## src/hdl/rpa_pkg.sv

```systemverilog
// ----------------------------------------------------------------------------
// rpa_pkg
// shared types and codes of the rotor product alu
// ----------------------------------------------------------------------------
package rpa_pkg;

    localparam int DATA_W = 32;
    localparam int PROD_W = 64;
    localparam int ACC_W  = 68;

    typedef enum logic [2:0] {
        OP_ADD   = 3'd0,
        OP_SUB   = 3'd1,
        OP_INNER = 3'd2,
        OP_OUTER = 3'd3,
        OP_GEO   = 3'd4
    } op_t;

    localparam logic [2:0] K_SCALAR   = 3'd0;
    localparam logic [2:0] K_VECTOR   = 3'd1;
    localparam logic [2:0] K_BIVECTOR = 3'd2;
    localparam logic [2:0] K_PSEUDO   = 3'd3;
    localparam logic [2:0] K_ROTOR    = 3'd4;

    // one product term: operand pair select and sign, or unused
    typedef struct packed {
        logic       en;
        logic       neg;
        logic [1:0] ia;
        logic [1:0] ib;
    } term_t;

    // per lane: direct add/sub mode plus up to four product terms
    typedef struct packed {
        logic       lin;
        logic       lin_sub;
        term_t [3:0] t;
    } lane_ctl_t;

endpackage

```

## src/hdl/rpa_decode.sv

```systemverilog
// ----------------------------------------------------------------------------
// rpa_decode
// maps operation and operand kinds to lane term lists and masked operands
// ----------------------------------------------------------------------------
module rpa_decode import rpa_pkg::*; (
    input  logic [2:0]               op,
    input  logic [2:0]               kind_a,
    input  logic [2:0]               kind_b,
    input  logic signed [DATA_W-1:0] pa [4],
    input  logic signed [DATA_W-1:0] pb [4],
    output logic signed [DATA_W-1:0] a [4],
    output logic signed [DATA_W-1:0] b [4],
    output lane_ctl_t                ctl [4],
    output logic                     ok
);

    logic ev_a, ev_b;

    function automatic term_t tm(input logic n, input logic [1:0] x, input logic [1:0] y);
        term_t t;
        t.en = 1'b1;
        t.neg = n;
        t.ia = x;
        t.ib = y;
        return t;
    endfunction

    always_comb begin
        ev_a = kind_a == K_SCALAR || kind_a == K_BIVECTOR || kind_a == K_ROTOR;
        ev_b = kind_b == K_SCALAR || kind_b == K_BIVECTOR || kind_b == K_ROTOR;
        for (int i = 0; i < 4; i++) begin
            ctl[i] = '0;
            a[i] = pa[i];
            b[i] = pb[i];
        end
        ok = 1'b0;
        if (op <= OP_GEO && ev_a && ev_b) begin
            ok = 1'b1;
            if (kind_a == K_BIVECTOR) a[0] = '0;
            if (kind_a == K_SCALAR) begin
                a[1] = '0; a[2] = '0; a[3] = '0;
            end
            if (kind_b == K_BIVECTOR) b[0] = '0;
            if (kind_b == K_SCALAR) begin
                b[1] = '0; b[2] = '0; b[3] = '0;
            end
            if (op == OP_ADD || op == OP_SUB) begin
                for (int i = 0; i < 4; i++) begin
                    ctl[i].lin = 1'b1;
                    ctl[i].lin_sub = (op == OP_SUB);
                end
            end else begin
                ctl[0].t[0] = tm(1'b0, 2'd0, 2'd0);
                if (op != OP_OUTER) begin
                    ctl[0].t[1] = tm(1'b1, 2'd1, 2'd1);
                    ctl[0].t[2] = tm(1'b1, 2'd2, 2'd2);
                    ctl[0].t[3] = tm(1'b1, 2'd3, 2'd3);
                end
                for (int i = 1; i < 4; i++) begin
                    ctl[i].t[0] = tm(1'b0, 2'd0, 2'(i));
                    ctl[i].t[1] = tm(1'b0, 2'(i), 2'd0);
                end
                if (op == OP_GEO) begin
                    ctl[1].t[2] = tm(1'b1, 2'd2, 2'd3);
                    ctl[1].t[3] = tm(1'b0, 2'd3, 2'd2);
                    ctl[2].t[2] = tm(1'b0, 2'd1, 2'd3);
                    ctl[2].t[3] = tm(1'b1, 2'd3, 2'd1);
                    ctl[3].t[2] = tm(1'b1, 2'd1, 2'd2);
                    ctl[3].t[3] = tm(1'b0, 2'd2, 2'd1);
                end
            end
        end else if (op >= OP_INNER && op <= OP_GEO) begin
            if (kind_a == K_PSEUDO && kind_b == K_PSEUDO) begin
                ok = 1'b1;
                if (op != OP_OUTER) ctl[0].t[0] = tm(1'b1, 2'd0, 2'd0);
            end else if (kind_a == K_PSEUDO && kind_b == K_VECTOR) begin
                ok = 1'b1;
                if (op != OP_OUTER) begin
                    ctl[1].t[0] = tm(1'b0, 2'd0, 2'd3);
                    ctl[2].t[0] = tm(1'b0, 2'd0, 2'd1);
                    ctl[3].t[0] = tm(1'b0, 2'd0, 2'd2);
                end
            end else if (kind_a == K_VECTOR && kind_b == K_PSEUDO) begin
                ok = 1'b1;
                if (op != OP_OUTER) begin
                    ctl[1].t[0] = tm(1'b0, 2'd3, 2'd0);
                    ctl[2].t[0] = tm(1'b0, 2'd1, 2'd0);
                    ctl[3].t[0] = tm(1'b0, 2'd2, 2'd0);
                end
            end else if (kind_a == K_VECTOR && kind_b == K_VECTOR) begin
                ok = 1'b1;
                if (op != OP_OUTER) begin
                    ctl[0].t[0] = tm(1'b0, 2'd1, 2'd1);
                    ctl[0].t[1] = tm(1'b0, 2'd2, 2'd2);
                    ctl[0].t[2] = tm(1'b0, 2'd3, 2'd3);
                end
                if (op != OP_INNER) begin
                    ctl[1].t[0] = tm(1'b0, 2'd1, 2'd2);
                    ctl[1].t[1] = tm(1'b1, 2'd2, 2'd1);
                    ctl[2].t[0] = tm(1'b0, 2'd2, 2'd3);
                    ctl[2].t[1] = tm(1'b1, 2'd3, 2'd2);
                    ctl[3].t[0] = tm(1'b1, 2'd1, 2'd3);
                    ctl[3].t[1] = tm(1'b0, 2'd3, 2'd1);
                end
            end else if (op == OP_OUTER && ((kind_a == K_PSEUDO && kind_b == K_BIVECTOR) ||
                                            (kind_a == K_BIVECTOR && kind_b == K_PSEUDO))) begin
                ok = 1'b1;
            end
        end
    end

endmodule

```

## config.mk

```make
export PLATFORM = sky130hd
export DESIGN_NAME = rpa_decode
export DESIGN_NICKNAME = d
export VERILOG_FILES = /design/src/hdl/rpa_pkg.sv /design/src/hdl/rpa_decode.sv
export SDC_FILE = /design/constraint.sdc
export NUM_CORES = 1
export LEC_CHECK = 0
export ABC_AREA = 0
export BUFFER_PORTS_ARGS = -buffer_cell sky130_fd_sc_hd__buf_2
export CAP_MARGIN = 20
export CORE_AREA = 2 2 242 244
export DETAILED_ROUTE_END_ITERATION = 10
export DIE_AREA = 0 0 244 246
export PLACE_DENSITY = 0.36
export SLEW_MARGIN = 5
export SYNTH_ARGS = -nofsm -noshare
export SYNTH_HDL_FRONTEND = slang
export SYNTH_SLANG_ARGS = --single-unit
```

## constraint.sdc

```tcl
create_clock -name vclk -period 2.54
set_clock_uncertainty 0.1 [all_clocks]
set_input_delay 0.127 -clock vclk [all_inputs]
set_output_delay 0.127 -clock vclk [all_outputs]
set_load 0.02 [all_outputs]
```

==> summary.log, run 1 <==
qor: run_status.run_status complete, no violations
qor: sta.rsz0062_at_grt false
qor: final_layout.nClkBuffers 0
qor: sta.layout_worst_path_cycle_share 81.3%
qor: synthesis.synth.lib_cells_used.distinct 31
qor: sta.period_minus_slack 2.07 ns
qor: place.weighted_congestion_at_the_end_of_routability_driven_global_placement 0.870
qor: drt.detailroute.via_count 4652
qor: synthesis.syn_area_per_cell 6.72 sq um
qor: clock_network.postCtsHoldBufs 0
qor: final_layout.syn_to_final_growth 116%
qor: drt.totalWireLength 19.7 mm
qor: die.coreArea 57400 sq um
qor: synthesis.ys_warn_count 0
qor: synthesis.postSynthCellCount 429
qor: final_layout.post_route_cells_drive_above_1_share 65.9%
qor: final_layout.numSequentialCells 0
qor: clock_network.cts_post_setup_buffers_inserted 0
qor: drt.route.detailed.vias_per_inst 2.71
qor: synthesis.synth_largest_type_area_fraction 50.5%
qor: final_layout.filler_cell_count 6700
qor: worst_setup_path.crit_path_start kind_b[1]
qor: synthesis.synth_top_cells_by_area nor2b_1 51%, buf_4 25%, and2b_1 6.8%, buf_2 2.3%, nor4b_4 1.6%
qor: global_route.grt_pass1_vias 4169
qor: sta.max_slew.worst_pin.slew 0.575 ns
qor: global_route.track_usage 5.53%
qor: global_route.grt_first_pass_wirelength 25.6 mm
qor: drt.drc 0
qor: die.die_height 246 um
qor: die.dieWidth 244 um
qor: worst_setup_path.critPathMaxFanout 46
qor: sta.timing.final.setup_violations 0
qor: clock_network.cts_resized 0
qor: worst_setup_path.critPathRequiredTime 2.31 ns
qor: worst_setup_path.path_buf_inv 3
qor: sta.max_freq 484 MHz
qor: synthesis.ys_seq_area_share 0%
qor: global_route.global_route.overflow_total 0
qor: worst_setup_path.cp-start-kind primary input
qor: die.design.portCount 626
qor: die.die_area 60000 sq um
qor: synthesis.synth_area_leader_cell nor2b_1
qor: worst_setup_path.worstPathCellList buf_2 > a211o_4 > nor4b_4 > buf_4 > nor2b_1 > buf_2
qor: global_route.grt_antenna_before_repair 2
qor: place.place.port_buffers 607
qor: die.floorplan.initialDensity 5.03%
qor: synthesis.post_synth_instance_area 2880 sq um
qor: place.dp_hpwl 17.7 mm
qor: worst_setup_path.cp.arrival 1.84 ns
qor: worst_setup_path.cp_slowest_stage_delay 0.47 ns
qor: final_layout.ff_latch_area 0 sq um
qor: job.max-cap-violations 0
qor: drt.drt.antenna.violating_nets 0
qor: worst_setup_path.critical_path.endpoint_type primary output
qor: drt.drt-initial-drc-count 99
qor: hold_path.min_path_type primary input to primary output
qor: sta.timing.slew.headroom 61.3%
qor: worst_setup_path.largest_delay_contributor_family_on_the_critical_path buffers and inverters
qor: worst_setup_path.critical-path-top-cell-by-count buf_2
qor: drt.drt-pass1-iter-count 4
qor: sta.setup_total_negative_slack 0 ns
qor: final_layout.layout_nets 1215
qor: hold_path.hp-start pb[97]
qor: sta.slew_viol_final 0
qor: worst_setup_path.crit_type primary input to primary output
qor: worst_setup_path.critical_path_top_delay_cell buf_4
qor: drt.wl_per_cell 11.5 um
qor: global_route.grt_max_degree 54
qor: sta.finalHoldViolCount 0
qor: final_layout.final_core_util 10.8%
qor: die.row_count 88
-- final timing paths --
check,to,slack (ns),cells past startpoint
min,b[97],0.48,3
max,a[8],0.47,6
-- logic make-up (layout without fill, tap and decap cells) --
group | after synthesis | in the layout | share of synthesized area [%]
simple gates | 295 | 295 | 66.4
buf+inv | 119 | 620 | 29.2
compound gates | 11 | 11 | 3.34
xor+xnor | 3 | 3 | 0.911
other cells | 1 | 20 | 0.130
-- area by class of cell --
class | instances | area, sq um | share of cell area [%]
tap | 765 | 957 | 15.4
antenna | 1 | 2.50 | 0.0402
inverter | 2 | 7.51 | 0.121
timing repair buffer | 618 | 3150 | 50.6
multi-input combinational | 328 | 2110 | 33.9
-- routing by layer --
metal	wire length, um	GRT usage, %
met1	7790	7.15
met2	9540	9.45
met5	13	0
met4	652	1.83
met3	1750	0.730
-- cell usage in the layout (no fill, tap or decap), types with 4 or more instances in the layout --
cell type	synthesis	layout
buf_2	13	607
nor2b_1	233	233
and2b_1	26	26
conb_1	1	19
nor2_1	9	9
buf_4	97	9
nand2_1	8	8
nand2b_1	4	4
-- synthesized netlist by cell type (all sizes together) --
library cell,instances
nor2b,233
buf,112
and2b,26
nor2,9
nand2,8
clkbuf,5
nand2b,4
nor4b,3
a211o,2
inv,2
nand3,2
nand4b,2
nor4,2
o2111ai,2
o211ai,2
o21ai,2
xor2,2
a21oi,1
a31oi,1
and3,1
and3b,1
and4bb,1
conb,1
nand3b,1
nor3,1
nor3b,1
o21a,1
xnor2,1
-- worst min-delay path, delay by kind of cell --
family,cells,cell delay (ns)
buffers and inverters,2,0.22
and+or+nand+nor,1,0.10
-- through the flow --
step                      worst slack [ns]  hold WS, ns  std cells  instance area [sq um]
after floorplan                      0.301        0.327        447                   2950
after global placement               0.480        0.479       1713                   6220
after detailed placement             0.460        0.479       1713                   6220
after CTS                            0.454        0.479       1713                   6220
after global routing                 0.358        0.496       1713                   6220
final                                0.475        0.479       1714                   6220
==> run 2, diff against run 1 <==
ABC_AREA = 1   (was 0)
CORE_AREA = 2 2 244 246   (was 2 2 242 244)
DIE_AREA = 0 0 246 248   (was 0 0 244 246)
PLACE_DENSITY = 0.37   (was 0.36)
clock period = 1.9 ns   (was 2.54 ns; I/O delays follow)
==> run 2 against run 1 <==
  * Worst setup slack lost 0.32 ns
  * Non-clock buffer count grew 23
  * First-iteration DRC count grew 7.1%
  * Core utilization grew 0.84 points
  * Via count grew 19%
  * Cell count grew 19%
  * Flip-flop and latch count is the same
==> summary.log, run 2 <==
qor: place.post-place-cells 2031 [was 1713]
qor: drt.drt-pass1-iter-count 4 [unchanged]
qor: synthesis.synth.lib_cells_used.distinct 18 [was 31]
qor: worst_setup_path.worstPathCellList buf_2 > nand2_1 > nand2_1 > nor2_4 > nand2_4 > buf_12 > nor2_4 > buf_12 > buf_12 > nor2_1 > buf_2 [was buf_2 > a211o_4 > nor4b_4 > buf_4 > nor2b_1 > buf_2]
qor: global_route.grt_max_degree 40 [was 54]
qor: worst_setup_path.crit_path_start kind_a[2] [was kind_b[1]]
qor: final_layout.layout_commonest_cell buf_2 [unchanged]
qor: sta.layout_worst_path_cycle_share 91.9%
qor: sta.rsz0062_at_grt false [unchanged]
qor: place.weighted_congestion_at_the_end_of_routability_driven_global_placement 0.745 [was 0.870]
qor: sta.timing.final.setup_violations 0 [unchanged]
qor: sta.setup_total_negative_slack 0 ns [unchanged]
qor: drt.totalWireLength 25.1 mm [was 19.7 mm]
qor: synthesis.synth_top_cells_by_area nor2_1 32%, inv_1 32%, buf_4 22%, nand2_1 2.8%, buf_2 2.5% [was nor2b_1 51%, buf_4 25%, and2b_1 6.8%, buf_2 2.3%, nor4b_4 1.6%]
qor: worst_setup_path.cp.arrival 1.55 ns [was 1.84 ns]
qor: clock_network.cts_resized 0 [unchanged]
qor: run_status.run_status complete, no violations [unchanged]
qor: worst_setup_path.cp-start-kind primary input [unchanged]
qor: job.max-cap-violations 0 [unchanged]
qor: pwr.post-layout-total-power 1.51 mW
qor: drt.drt-initial-drc-count 106 [was 99]
qor: final_layout.syn_to_final_growth 115% [was 116%]
qor: sta.slew_viol_final 0 [unchanged]
qor: sta.fin_hold_ws 0.400 ns [was 0.479 ns]
qor: final_layout.finalNonFillerCells 2035 [was 1714]
qor: die.row_count 89 [was 88]
qor: synthesis.syn_area_per_cell 4.45 sq um [was 6.72 sq um]
qor: global_route.global_route.overflow_total 0 [unchanged]
qor: sta.period_minus_slack 1.75 ns
qor: die.coreArea 58500 sq um [was 57400 sq um]
qor: worst_setup_path.critPathRequiredTime 1.70 ns [was 2.31 ns]
qor: final_layout.post_route_cells_drive_above_1_share 51.8% [was 65.9%]
qor: synthesis.post_synth_instance_area 3170 sq um [was 2880 sq um]
qor: drt.drt.antenna.violating_nets 0 [unchanged]
qor: hold_path.min_path_type primary input to primary output [unchanged]
qor: drt.wl_per_cell 12.3 um [was 11.5 um]
qor: place.place_ws 0.0675 ns [was 0.460 ns]
qor: worst_setup_path.critical-path-top-cell-by-count buf_12 [was buf_2]
qor: sta.setup_slack 0.154 ns [was 0.475 ns]
qor: final_layout.nClkBuffers 0 [unchanged]
qor: final_layout.multi_input_area 1400 sq um [was 2110 sq um]
qor: synthesis.ys_seq_area_share 0% [unchanged]
qor: final_layout.numSequentialCells 0 [unchanged]
qor: place.post_dp_cell_area 6820 sq um [was 6220 sq um]
qor: place.place.port_buffers 607 [unchanged]
qor: synthesis.synth_area_leader_cell nor2_1 [was nor2b_1]
qor: final_layout.filler_cell_count 7042 [was 6700]
qor: synthesis.synth_largest_type_area_fraction 32.3% [was 50.5%]
qor: synthesis.synth_common_cells 273 x nor2_1, 271 x inv_1, 91 x buf_4, 24 x nand2_1, 16 x buf_2 [was 233 x nor2b_1, 97 x buf_4, 26 x and2b_1, 13 x buf_2, 9 x nor2_1]
qor: worst_setup_path.cp_slowest_stage_delay 0.21 ns [was 0.47 ns]
qor: worst_setup_path.critical_path_top_delay_cell buf_12 [was buf_4]
qor: place.dp_hpwl 23.7 mm [was 17.7 mm]
qor: worst_setup_path.critical_path.endpoint_type primary output [unchanged]
qor: global_route.grt_first_pass_wirelength 32.3 mm [was 25.6 mm]
qor: final_layout.final_core_util 11.7% [was 10.8%]
qor: pwr.vdd_drop_max 0.0000722 V
qor: worst_setup_path.crit_type primary input to primary output [unchanged]
qor: pwr.power.leakage 4.86 nW
qor: global_route.track_usage 7.28% [was 5.53%]
qor: final_layout.layout_common_cells 607 x buf_2, 272 x nor2_1, 271 x inv_1 [was 607 x buf_2, 233 x nor2b_1, 26 x and2b_1]
qor: sta.max_freq 573 MHz
qor: final_layout.fin_area 6830 sq um [was 6220 sq um]
qor: sta.finalHoldViolCount 0 [unchanged]
qor: final_layout.layout_nets 1525 [was 1215]
qor: clock_network.cts_post_setup_buffers_inserted 0 [unchanged]
qor: global_route.grt_antenna_before_repair 19 [was 2]
qor: die.die_height 248 um [was 246 um]
qor: die.design.portCount 626 [unchanged]
qor: pwr.power_density 220 nW/um^2
qor: drt.route.detailed.vias_per_inst 2.72 [was 2.71]
qor: synthesis.post-synth-top-count-cell nor2_1 [was nor2b_1]
qor: die.dieWidth 246 um [was 244 um]
qor: worst_setup_path.critPathMaxFanout 39 [was 46]
qor: final_layout.ff_latch_area 0 sq um [unchanged]
qor: drt.drc 0 [unchanged]
qor: global_route.grt_pass1_vias 5019 [was 4169]
qor: clock_network.postCtsHoldBufs 0 [unchanged]
qor: die.die_area 61000 sq um [was 60000 sq um]
qor: die.floorplan.initialDensity 5.43% [was 5.03%]
qor: drt.detailroute.via_count 5527 [was 4652]
qor: hold_path.hp-start pa[99] [was pb[97]]
qor: synthesis.postSynthCellCount 712 [was 429]
qor: synthesis.ys_warn_count 0 [unchanged]
-- run 2: changes by cell type after synthesis, sizes merged, moves of 3 or more --
cell,previous run,this run
inv,2,273
nand3,2,12
nand2,8,25
nand2b,4,0
clkbuf,5,0
nor4b,3,0
nor2,9,276
nor2b,233,0
and2b,26,0
-- run 2: path summary, 6_finish.rpt --
path	end	cells after the start
worst min-delay path	a[99]	4
worst max-delay path	b[60]	11
-- run 2: power by group --
| group | total, mW | internal, mW | leakage [nW] | switching, mW |
|---|---|---|---|---|
| registers | 0 | 0 | 0 | 0 |
| clock network | 0.000000285 | 0.000000285 | 0.0000254 | 0 |
| logic | 1.51 | 0.570 | 4.86 | 0.935 |
-- run 2: kinds of logic (layout without fill, tap and decap cells) --
kind of cell | after synthesis | count (layout) | synth area share [%]
compound gates | 4 | 4 | 0.749
other cells | 1 | 23 | 0.118
simple gates | 321 | 321 | 40.6
buf+inv | 386 | 914 | 58.5
-- run 2: area by class of cell --
class | instances | area share (%)
diodes | 4 | 0.146
inverters | 273 | 15.0
multi-input cells | 344 | 20.5
well taps | 773 | 14.2
repair buffers | 641 | 50.2
-- run 2: worst max-delay path: cells and delay by family --
kind                   cells  cell delay (ns)
AND/OR/NAND/NOR            6             0.61
buffers and inverters      5             0.82
-- run 2: per-layer routing --
layer	vias to the layer above	part of all wire (%)	track usage, %
met5	-	0.052	0
met3	26	12	2.21
met2	355	54	15.3
met1	2287	34	7.27
li1	2857	-	-
met4	2	0.61	0.0357
Note: power is estimated with default switching activity, not from simulation.
